==> src/hdl/lrt_pkg.sv <==
// Shared types and constants for the LRU table with pinning.
// Used by lrt_ctrl, lrt_dpath and lru_table_with_pinning.
`default_nettype none
package lrt_pkg;

  localparam int ENTRIES_DEF     = 64;
  localparam int KEY_BITS_DEF    = 64;
  localparam int HANDLE_BITS_DEF = 32;
  localparam int STAMP_BITS      = 64;
  localparam int CAP_BITS        = 7;
  localparam logic [CAP_BITS-1:0] CAP_RESET = 7'd64;

  typedef enum logic [2:0] {
    CMD_PUT    = 3'd0,
    CMD_GET    = 3'd1,
    CMD_PEEK   = 3'd2,
    CMD_ERASE  = 3'd3,
    CMD_CLEAR  = 3'd4,
    CMD_SETUSE = 3'd5,
    CMD_TRIM   = 3'd6,
    CMD_NOP    = 3'd7
  } cmd_e;

  typedef struct packed {
    cmd_e        command;
    logic [63:0] key;
    logic [31:0] handle;
    logic        in_use;
  } req_t;

  typedef struct packed {
    logic        ok;
    logic [31:0] found_handle;
    logic [6:0]  entry_count;
    logic [6:0]  evicted_count;
  } rsp_t;

  typedef struct packed {
    logic load;
    logic scan_start;
    logic act;
    logic evict;
  } ctl_cmd_t;

  typedef struct packed {
    logic scan_done;
    logic over_cap;
    logic vict_found;
  } ctl_sts_t;

endpackage
`default_nettype wire

==> src/hdl/lrt_ctrl.sv <==
// Sequencing state machine: lookup scan, action, eviction scans, response.
// Depends on lrt_pkg.
`default_nettype none
module lrt_ctrl import lrt_pkg::*; (
  input  wire logic     clk,
  input  wire logic     rst,
  input  wire logic     req_valid,
  output logic          req_ready,
  output logic          rsp_valid,
  input  wire logic     rsp_ready,
  output ctl_cmd_t      cmd,
  input  wire ctl_sts_t sts
);

  typedef enum logic [6:0] {
    ST_IDLE  = 7'b0000001,
    ST_SCAN  = 7'b0000010,
    ST_ACT   = 7'b0000100,
    ST_CHECK = 7'b0001000,
    ST_ESCAN = 7'b0010000,
    ST_EVICT = 7'b0100000,
    ST_RESP  = 7'b1000000
  } state_t;

  state_t state, state_next;

  always_ff @(posedge clk) begin
    if (rst) begin
      state <= ST_IDLE;
    end else begin
      state <= state_next;
    end
  end

  assign req_ready = (state == ST_IDLE);
  assign rsp_valid = (state == ST_RESP);

  always_comb begin
    state_next = state;
    cmd        = '0;
    unique case (state)
      ST_IDLE: begin
        if (req_valid) begin
          cmd.load       = 1'b1;
          cmd.scan_start = 1'b1;
          state_next     = ST_SCAN;
        end
      end
      ST_SCAN: begin
        if (sts.scan_done) state_next = ST_ACT;
      end
      ST_ACT: begin
        cmd.act    = 1'b1;
        state_next = ST_CHECK;
      end
      ST_CHECK: begin
        if (sts.over_cap) begin
          cmd.scan_start = 1'b1;
          state_next     = ST_ESCAN;
        end else begin
          state_next = ST_RESP;
        end
      end
      ST_ESCAN: begin
        if (sts.scan_done) state_next = ST_EVICT;
      end
      ST_EVICT: begin
        cmd.evict  = 1'b1;
        state_next = sts.vict_found ? ST_CHECK : ST_RESP;
      end
      ST_RESP: begin
        if (rsp_ready) state_next = ST_IDLE;
      end
      default: state_next = ST_IDLE;
    endcase
  end

endmodule
`default_nettype wire

==> config.mk <==
export PLATFORM = sky130hd
export DESIGN_NAME = lrt_ctrl
export DESIGN_NICKNAME = d
export VERILOG_FILES = /design/src/hdl/lrt_pkg.sv /design/src/hdl/lrt_ctrl.sv
export SDC_FILE = /design/constraint.sdc
export NUM_CORES = 1
export LEC_CHECK = 0
export BUFFER_PORTS_ARGS = -buffer_cell sky130_fd_sc_hd__buf_4
export CAP_MARGIN = 40
export CORE_AREA = 2 2 39 41
export DETAILED_ROUTE_END_ITERATION = 16
export DIE_AREA = 0 0 41 43
export GPL_TIMING_DRIVEN = 0
export PLACE_DENSITY_LB_ADDON = 0.15
export SYNTH_ARGS = -nofsm -noshare
export SYNTH_HDL_FRONTEND = slang
export SYNTH_SLANG_ARGS = --single-unit
export TNS_END_PERCENT = 1
==> constraint.sdc <==
create_clock -name clk -period 1.7 [get_ports clk]
set_input_delay 0.255 -clock clk [delete_from_list [all_inputs] [get_ports clk]]
set_output_delay 0.255 -clock clk [all_outputs]
set_load 0.01 [all_outputs]
---- Word-level counts from Yosys, hierarchy flattened ----
Index checks and enable logic that the tools add are counted.
storage, ports and cells
  flip-flop bits (word level) ............. 7
  input port bits ......................... 7
  output and inout bits ................... 6
  logic and storage cells ................. 26
operators by class
  equality and inequality tests ........... 11
  muxes and demuxes ....................... 13
  reductions and logical operators ........ 1
operator list
  operator            count
  $pmux 7 s7          1
  $mux 7              6
  $eq 7x1->1 const B  1
  $eq 7x2->1 const B  1
  $eq 7x3->1 const B  1
  $eq 7x4->1 const B  1
  $eq 7x5->1 const B  1
  $eq 7x6->1 const B  1
  $eq 7x7->1 const B  1
  $ne 2x2->1 const B  3
  $mux 1              4
  $reduce_and 4->1    1
  $mux 2              1
  $ne 2x1->1 const B  1
  $pmux 1 s2          1

---- Longest topological paths before layout ----
Gate-level depths: netlist (run 1).
  depth after elaboration ................. 3
  depth in mapped cells ................... 5
  mapped depth without buffers ............ 4

---- Worst setup path before layout (run 1) ----
No wires, ideal clock.
  path kind ............................... flip-flop to output port
  start ................................... register state[3]
  end ..................................... output cmd[2] (netlist name)
  arrival ................................. 1395 ps
  data required time ...................... 1445 ps
  setup slack ............................. 50 ps
  stages on the path, launching flop included .. 6
  path buffers ............................ 1
  path through ............................ dfxtp_1 > buf_6 > or3_4 > nor3_4 > and2_1 > nand2b_1
RTL lines
  element                   RTL line        source
  start: declaration        lrt_ctrl.sv:25  state_t state, state_next;
  start signal: assignment  lrt_ctrl.sv:31  state <= state_next;
  end: declaration          lrt_ctrl.sv:11  output ctl_cmd_t cmd,

==> metrics, run 1 <==
status finished, violations left; failing checks negative setup slack; CP Max Fanout 8; Leak 0.327 nW; Internal Power 0.349 mW; Primary FF master, synth dfxtp_1; post-layout util 0.580; Port Buffer Count 12; total wire length 1410 um; Synth Instances 63; vias in the first global route 564; largest net degree at the start of global routing 11; CTS Sinks 7; register share of total power 0.370; # setup viols final 4; global-route wire length before repair approximately 2400 um; Final Instance Area approximately 800 um^2; final-report max-slew violation count 0; Post-synth ARST share 0; Post-CTS Hold Buffers 0; clk slew on worst S/H paths around 0.06 ns; Reg with most FFs state; Arrival @ worst endpoint 1.51 ns; # IOs 13; clock root cell clkbuf_4; Initial DRT Pass Iterations 4; top cells by area, synth dfxtp_1, buf_6, nor2_1; Final #Nets 96; Overall Global Routing Usage 0.200; layout cell share with drive strength beyond 1 0.534; RePlAce Congestion 0.775; Clock Path Buffers 2; top flop regs state: 7 flops; Cell Area, Synth 554 um^2; die area around 0.0018 mm^2; max reg flops 7; initial antenna violation count 0; Final ANT Viol Nets 0; post-route minimum period 1.77 ns; total congestion overflow 0; Clock Skews about 0.0015 ns; Row Count 14; worst setup margin -0.0693 ns; # DRC 0; DP HPWL between 900 and 1000 um; First DRT Iteration DRCs 14; category of the worst setup path launch point register; Crit path required time 1.44 ns; P_sw approximately 0.15 mW; Max-slew headroom 0.821; Post-synth EDFFs 0; Synth area leader dfxtp_1; number of max-cap violations 0; Critical Path Sink Type primary output; placed cell areas 664 um^2; synthesized flop and latch total 7; syn_area_per_cell 8.80 um^2; Avg WL per Cell 13.6 um; Via density 5.55; Crit Path Class register to primary output; Final period util 1.04; core box area about 0.0014 mm^2; Min-Delay Path Class primary input to register; Worst-Margin Slew 0.267 ns; top-area cell type share of the netlist area 0.253; fmax ~570 MHz; CTS Buf Count 3; Die X-Extent roughly 40 um; leading post-synthesis cells by instance count dfxtp_1, nor2_1, nor3_1; yosys warns 0; Seq/Total Area, Yosys 0.253; syn nets 70; CTS tree yes; Worst-Skew Late Latency 0.26 ns; PwrDens 622 mW/mm^2; Clock power frac 0.335; peak supply drop 0.287 mV; final hold vios 0; RSZ-0062 raised after global routing yes; Setup TNS -0.134 ns; Comb power frac 0.295; total power 0.498 mW; diode count 0; die height 43 um; Distinct cells, synth 34; htree depth 1; Area growth syn-to-layout 44.7%; Initial Utilization 0.401; Switching Share 0.299; via count 577
kinds of logic (layout without fill, tap and decap cells):
group,Yosys count,count (layout),synth area share
simple gates,38,38,0.503
compound gates,11,11,0.131
flops,7,7,0.253
buf+inv,5,30,0.0813
xor+xnor,2,2,0.0316
placed cells by master (no fill, tap or decap), types with 2 or more instances in the layout:
cell type,instances
nor2_1,7
nand2b_4,2
nor3_1,3
a21oi_1,3
clkbuf_4,3
nand3_1,3
dfxtp_2,5
a31oi_1,2
buf_4,21
nand2b_1,2
nor3_4,3
buf_6,4
xnor2_1,2
nor3b_1,3
worst paths after layout:
path	cells past startpoint	slack (ns)	to	start
worst max register to register	6	0.19	state[0]	state[6]
worst min-delay path	2	0.19	state[6]	rst
worst max-delay path	5	-0.07	cmd[2]	state[1]
worst min register to register	2	0.52	state[2]	state[1]
layout make-up:
class                   instances  area (um^2)
multi-input cells              51          399
flip-flops and latches          7          150
repair buffers                 23          180
plain buffers                   2         22.5
well taps                      16         20.0
inverters                       1         3.75
fillers                       137          582
clock buffers                   4         26.3
metrics by stage:
stage / std cells / hold slack [ns] / setup slack, ns
after CTS: 104 / 0.189 / -0.0661
after global routing: 104 / 0.202 / -0.122
after global placement: 91 / 0.473 / 0.0708
final: 104 / 0.192 / -0.0693
after floorplan: 63 / 0.324 / 0.0495
after detailed placement: 91 / 0.472 / 0.0634
repair_timing:
action | 4_1_cts | 5_1_grt
setup buffers | 11 | 0
endpoints found under the setup margin | 2 | 5
resized for setup | 14 | 1
pin swaps | 7 | 0
power by group through the flow:
stage | logic [mW] | clock network (mW) | registers [mW]
after global placement | 0.107 | 0 | 0.184
final | 0.147 | 0.167 | 0.184
after CTS | 0.145 | 0.164 | 0.184
after floorplan | 0.0711 | 0 | 0.181
after global routing | 0.162 | 0.170 | 0.185
after detailed placement | 0.109 | 0 | 0.183
metal layers:
layer | GRT usage | wire [um]
met5 | 0 | 0
met4 | 0.100 | 12
met3 | 0.0314 | 71
met2 | 0.338 | 746
met1 | 0.225 | 583
worst max-delay path: stages (launching register included):
cell and delay, ns:
dfxtp_2 0.37, or2_4 0.28, nor3_4 0.17, nand4b_1 0.21
nand2b_4 0.13, buf_6 0.10
No activity file was read; power rests on OpenSTA's default activity.
==> run 2: changes to the inputs <==
--- a/config.mk
+++ b/config.mk
@@ -5,6 +5,7 @@
 export SDC_FILE = /design/constraint.sdc
 export NUM_CORES = 1
 export LEC_CHECK = 0
+export ABC_AREA = 1
 export BUFFER_PORTS_ARGS = -buffer_cell sky130_fd_sc_hd__buf_4
 export CAP_MARGIN = 40
 export CORE_AREA = 2 2 39 41
==> metrics, run 2 <==
hold endpoint state[1] (was state[6]); fmax 619 MHz (was 565 MHz); Clock Path Buffers 2 (unchanged); total wire length 1060 um (was 1410 um); htree depth 1 (unchanged); Min-Delay Path Class primary input to register (unchanged); Area growth syn-to-layout 32.9% (was 44.7%); RePlAce Congestion 0.794 (was 0.775); core box area 0.00138 mm^2 (unchanged); Worst-Skew Late Latency 0.25 ns (was 0.26 ns); CTS Sinks 7 (unchanged); Synth area leader dfxtp_1 (unchanged); top flop regs state: 7 flops (unchanged); Crit path max-delay family simple AND/OR/NAND/NOR gates (unchanged); Port Buffer Count 12 (unchanged); Max-slew headroom 0.833 (was 0.821); # setup viols final 0 (was 4); Final ANT Viol Nets 0 (unchanged); Overall Global Routing Usage 0.143 (was 0.200); flop-to-flop setup slack 0.40 ns (was 0.19 ns); total congestion overflow 0 (unchanged); status finished clean (was finished, violations left); Distinct cells, synth 17 (was 34); Worst-Margin Slew 0.249 ns (was 0.267 ns); Post-synth ARST share 0 (unchanged); Avg WL per Cell 9.74 um (was 13.6 um); Post-CTS Hold Buffers 0 (unchanged); clk slew on worst S/H paths 0.05 ns (was 0.06 ns); Reg with most FFs state (unchanged); Critical Path Max Stage Delay 0.31 ns (was 0.37 ns); max reg flops 7 (unchanged); top-area cell type share of the netlist area 0.286 (was 0.253); die height 43 um (unchanged); number of max-cap violations 0 (unchanged); category of the worst setup path launch point register (unchanged); Slowest cell on crit path dfxtp_1 (was dfxtp_2); Final #Nets 101 (was 96); total power 0.577 mW (was 0.498 mW); hold path cells 2 (unchanged); global-route wire length before repair 1710 um (was 2370 um); most frequent cells in the layout buf_4, nand2_1, inv_1 (was buf_4, nor2_1, dfxtp_2); Arrival @ worst endpoint 1.36 ns (was 1.51 ns); Setup TNS 0 ns (was -0.134 ns); Initial Utilization 0.354 (was 0.401); Critical Path Sink Type primary output (unchanged); worst r2r path cells 11 (was 6); Die X-Extent 41 um (unchanged); First DRT Iteration DRCs 12 (was 14); Buf/Inv on CP 3 (was 1); final-report max-slew violation count 0 (unchanged); leading post-synthesis cells by instance count nand2_1, inv_1, nand3_1 (was dfxtp_1, nor2_1, nor3_1); # IOs 13 (unchanged); synthesized flop and latch total 7 (unchanged); Final period util 0.950 (was 1.04); Initial DRT Pass Iterations 4 (unchanged); Seq/Total Area, Yosys 0.286 (was 0.253); final hold vios 0 (unchanged); Crit path required time 1.44 ns (about the same); hold path start rst (unchanged); final hold slack 0.205 ns (was 0.192 ns); die area 0.00176 mm^2 (unchanged); PwrDens 885 mW/mm^2 (was 622 mW/mm^2); Clock Skews 0.00280 ns (was 0.00154 ns); clock root cell clkbuf_4 (unchanged); Leak 0.348 nW (was 0.327 nW); peak supply drop 0.317 mV (was 0.287 mV); CTS tree yes (unchanged); Synth Instances 74 (was 63); worst flop-to-flop path endpoint state[6] (was state[0]); syn nets 81 (was 70); via count 490 (was 577); initial antenna violation count 0 (unchanged); yosys warns 0 (unchanged); Row Count 14 (unchanged); RSZ-0062 raised after global routing no (was yes); # DRC 0 (unchanged); Cell Area, Synth 490 um^2 (was 554 um^2); top cells by area, synth dfxtp_1, nand2_1, nand3_1 (was dfxtp_1, buf_6, nor2_1); DP HPWL 872 um (was 938 um); Crit Path Class register to primary output (unchanged); Post-synth EDFFs 0 (unchanged); CTS Buf Count 3 (unchanged); Primary FF master, synth dfxtp_1 (unchanged); vias in the first global route 445 (was 564); r2r startpoint state[4] (was state[6]); layout cell share with drive strength beyond 1 0.462 (was 0.534); count leader, synth nand2_1; post-route minimum period 1.62 ns (was 1.77 ns); CP Max Fanout 6 (was 8); largest net degree at the start of global routing 8 (was 11); crit-path cells inv_2 > nand2_4 > nor2_4 > nand2_1 > nor2_2 > inv_2 > nand2_1 > buf_4 (was or2_4 > nor3_4 > nand4b_1 > nand2b_4 > buf_6); most common library cell in the layout ignoring fill and taps buf_4 (unchanged); diode count 0 (unchanged); Via density 4.50 (was 5.55); fill cell count 152 (was 137); syn_area_per_cell 6.63 um^2 (was 8.80 um^2)
==> run 2: stage by stage <==
step | cells | setup WS (ns) | util | cell area, um^2
after floorplan | 74 | 0.437 | - | 490
after global placement | 102 | 0.332 | 0.434 | 601
after detailed placement | 102 | 0.320 | 0.434 | 601
after CTS | 106 | 0.0360 | 0.453 | 627
after global routing | 109 | 0.00485 | 0.471 | 652
final | 109 | 0.0842 | 0.471 | 652
==> run 2: report_power, final <==
part	switching (mW)	leakage (nW)	internal, mW
Combinational	0.134	0.276	0.100
Clock	0.0635	0.0150	0.0897
Sequential	0.0117	0.0570	0.178
==> run 2: cells by family (layout without fill, tap and decap cells) <==
group / after synthesis / after routing / share of synthesized area
compound gates: 5 / 5 / 0.0740
buf+inv: 17 / 36 / 0.130
flops: 7 / 7 / 0.286
simple gates: 45 / 45 / 0.510
==> run 2: layer usage <==
metal,routed length (um),track usage,share of wire
met5,0,0,0
met4,34,0.0800,0.032
met3,60,0.0314,0.056
met2,453,0.206,0.43
met1,513,0.186,0.48
==> run 2: layout make-up <==
type	count	area [um^2]	area share
Clock buffer	4	26.3	0.0403
Timing Repair Buffer	15	113	0.173
Multi-Input combinational cell	50	289	0.443
Sequential cell	7	140	0.215
Inverter	17	63.8	0.0979
Tap cell	16	20.0	0.0307
==> run 2: worst max path at each step <==
stage,start,endpoint,slack [ns],cells after the start
2_1_floorplan,state[4],cmd[2],0.44,7
3_3_place_gp,state[3],cmd[2],0.33,8
3_5_place_dp,state[4],cmd[2],0.32,8
4_1_cts,state[3],cmd[2],0.04,8
5_1_grt,state[5],cmd[2],0.005,8
6_report,state[4],cmd[2],0.08,8
==> run 2: timing repair <==
item | 4_1_cts | 5_1_grt
buffers inserted | 0 | 3
endpoints found under the setup margin | 0 | 1
resized for setup | 0 | 1
==> run 3: changes to the inputs <==
--- a/config.mk
+++ b/config.mk
@@ -6,11 +6,15 @@
 export NUM_CORES = 1
 export LEC_CHECK = 0
 export ABC_AREA = 1
+export ABC_CLOCK_PERIOD_IN_PS = 1700
 export BUFFER_PORTS_ARGS = -buffer_cell sky130_fd_sc_hd__buf_4
 export CAP_MARGIN = 40
-export CORE_AREA = 2 2 39 41
+export CELL_PAD_IN_SITES_DETAIL_PLACEMENT = 0
+export CELL_PAD_IN_SITES_GLOBAL_PLACEMENT = 2
+export CORE_ASPECT_RATIO = 0.9
+export CORE_MARGIN = 2
+export CORE_UTILIZATION = 25
 export DETAILED_ROUTE_END_ITERATION = 16
-export DIE_AREA = 0 0 41 43
 export GPL_TIMING_DRIVEN = 0
 export PLACE_DENSITY_LB_ADDON = 0.15
 export SYNTH_ARGS = -nofsm -noshare
==> metrics, run 3 (synthesis results as in run 2) <==
status finished clean (unchanged); Row Count 15 (was 14); Clock Skews 0.00550 ns (was 0.00280 ns); RePlAce Congestion 0.725 (was 0.794); Min-Delay Path Class primary input to register (unchanged); initial antenna violation count 0 (unchanged); final-report max-slew violation count 0 (unchanged); Slowest cell on crit path dfxtp_1 (unchanged); Arrival @ worst endpoint 1.33 ns (was 1.36 ns); Initial DRT Pass Iterations 4 (unchanged); First DRT Iteration DRCs 15 (was 12); placed cell areas 612 um^2 (was 601 um^2); max reg flops 7 (unchanged); vias in the first global route 415 (was 445); total wire length 1160 um (was 1060 um); hold path cells 2 (unchanged); diode count 0 (unchanged); Buf/Inv on CP 3 (unchanged); Critical Path Max Stage Delay 0.31 ns (about the same); Final ANT Viol Nets 0 (unchanged); Reg with most FFs state (unchanged); Worst-Margin Slew 0.265 ns (was 0.249 ns); PwrDens 880 mW/mm^2 (was 885 mW/mm^2); worst setup margin 0.117 ns (was 0.0842 ns); Via density 4.38 (was 4.50); Final #Nets 102 (was 101); CTS Sinks 7 (unchanged); Area growth syn-to-layout 37.2% (was 32.9%); CP Max Fanout 6 (unchanged); # setup viols final 0 (unchanged); top flop regs state: 7 flops (unchanged); category of the worst setup path launch point register (unchanged); Max-slew headroom 0.821 (was 0.833); CTS Buf Count 3 (unchanged); layout cell share with drive strength beyond 1 0.479 (was 0.462); hold endpoint state[1] (unchanged); Critical Path Sink Type primary output (unchanged); htree depth 1 (unchanged); peak supply drop 0.255 mV (was 0.317 mV); Port Buffer Count 12 (unchanged); die area 0.00233 mm^2 (was 0.00176 mm^2); most frequent cells in the layout buf_4, nand2_1, inv_1 (unchanged); Initial Utilization 0.261 (was 0.354); Crit path required time 1.44 ns (about the same); worst r2r path cells 11 (unchanged); critical path's most frequent cell buf_4; core box area 0.00188 mm^2 (was 0.00138 mm^2); global-route wire length before repair 1750 um (was 1710 um); post-route minimum period 1.58 ns (was 1.62 ns); Leak 0.352 nW (was 0.348 nW); Crit path max-delay family simple AND/OR/NAND/NOR gates (unchanged); DP HPWL 916 um (was 872 um); largest net degree at the start of global routing 8 (unchanged); Final Instance Area 673 um^2 (was 652 um^2); # IOs 13 (unchanged); die height 46.0 um (was 43 um); dpl ws 0.324 ns (was 0.320 ns); Clock Path Buffers 2 (unchanged); clk slew on worst S/H paths 0.06 ns (was 0.05 ns); Setup TNS 0 ns (unchanged); flop-to-flop setup slack 0.38 ns (was 0.40 ns); most common library cell in the layout ignoring fill and taps buf_4 (unchanged); # DRC 0 (unchanged); clock root cell clkbuf_4 (unchanged); Die X-Extent 50.7 um (was 41 um); Final period util 0.931 (was 0.950); fmax 632 MHz (was 619 MHz); total congestion overflow 0 (unchanged); Avg WL per Cell 9.71 um (was 9.74 um); RSZ-0062 raised after global routing no (unchanged); via count 521 (was 490); worst flop-to-flop path endpoint state[6] (unchanged); CTS tree yes (unchanged); Overall Global Routing Usage 0.108 (was 0.143); crit-path cells inv_2 > nand2_4 > nor2_4 > buf_4 > nand3_1 > nand2_1 > buf_4 (was inv_2 > nand2_4 > nor2_4 > nand2_1 > nor2_2 > inv_2 > nand2_1 > buf_4); Worst-Skew Late Latency 0.26 ns (was 0.25 ns); final hold vios 0 (unchanged); r2r startpoint state[4] (unchanged); hold path start rst (unchanged); Crit Path Class register to primary output (unchanged); number of max-cap violations 0 (unchanged)
-- run 3: worst max path at each step --
| stage | start | end | slack, ns | cells past startpoint |
|---|---|---|---|---|
| 4_1_cts | state[3] | cmd[2] | 0.03 | 8 |
| 5_1_grt | state[5] | cmd[2] | 0.01 | 7 |
| 3_5_place_dp | state[4] | cmd[2] | 0.32 | 8 |
| 3_3_place_gp | state[3] | cmd[2] | 0.30 | 8 |
| 2_1_floorplan | state[4] | cmd[2] | 0.44 | 7 |
| 6_report | state[4] | cmd[2] | 0.12 | 7 |
-- run 3: timing repair --
action                                  in CTS  in global routing
resized for setup                            0                  2
hold buffers                                 0                  0
buffers inserted                             0                  4
endpoints found under the hold margin        0                  0
endpoints found under the setup margin       0                  1
-- run 3: final cells by class --
| cell class | instances | area (um^2) |
|---|---|---|
| clock buffers | 4 | 26.3 |
| fillers | 211 | 1200 |
| inverters | 17 | 63.8 |
| multi-input cells | 50 | 292 |
| flip-flops and latches | 7 | 140 |
| well taps | 25 | 31.3 |
| repair buffers | 16 | 120 |
-- run 3: stage by stage --
stage | utilization | hold WS, ns | power (mW) | cells
2_1_floorplan | - | 0.317 | 0.342 | 74
3_3_place_gp | 0.326 | 0.466 | 0.419 | 111
3_5_place_dp | 0.326 | 0.465 | 0.411 | 111
4_1_cts | 0.340 | 0.190 | 0.574 | 115
5_1_grt | 0.359 | 0.194 | 0.639 | 119
6_report | 0.359 | 0.202 | 0.593 | 119
-- run 3: where the power goes --
part | total, mW | internal [mW] | switching (mW)
logic | 0.245 | 0.106 | 0.140
registers | 0.189 | 0.178 | 0.0109
clock network | 0.159 | 0.0900 | 0.0686
-- run 3: layer usage --
| layer | vias up | GRT usage | share of wire |
|---|---|---|---|
| met3 | 4 | 0.0132 | 0.040 |
| met2 | 19 | 0.155 | 0.46 |
| li1 | 270 | - | - |
| met1 | 228 | 0.138 | 0.47 |
| met5 | - | 0 | 0 |
| met4 | 0 | 0.114 | 0.029 |
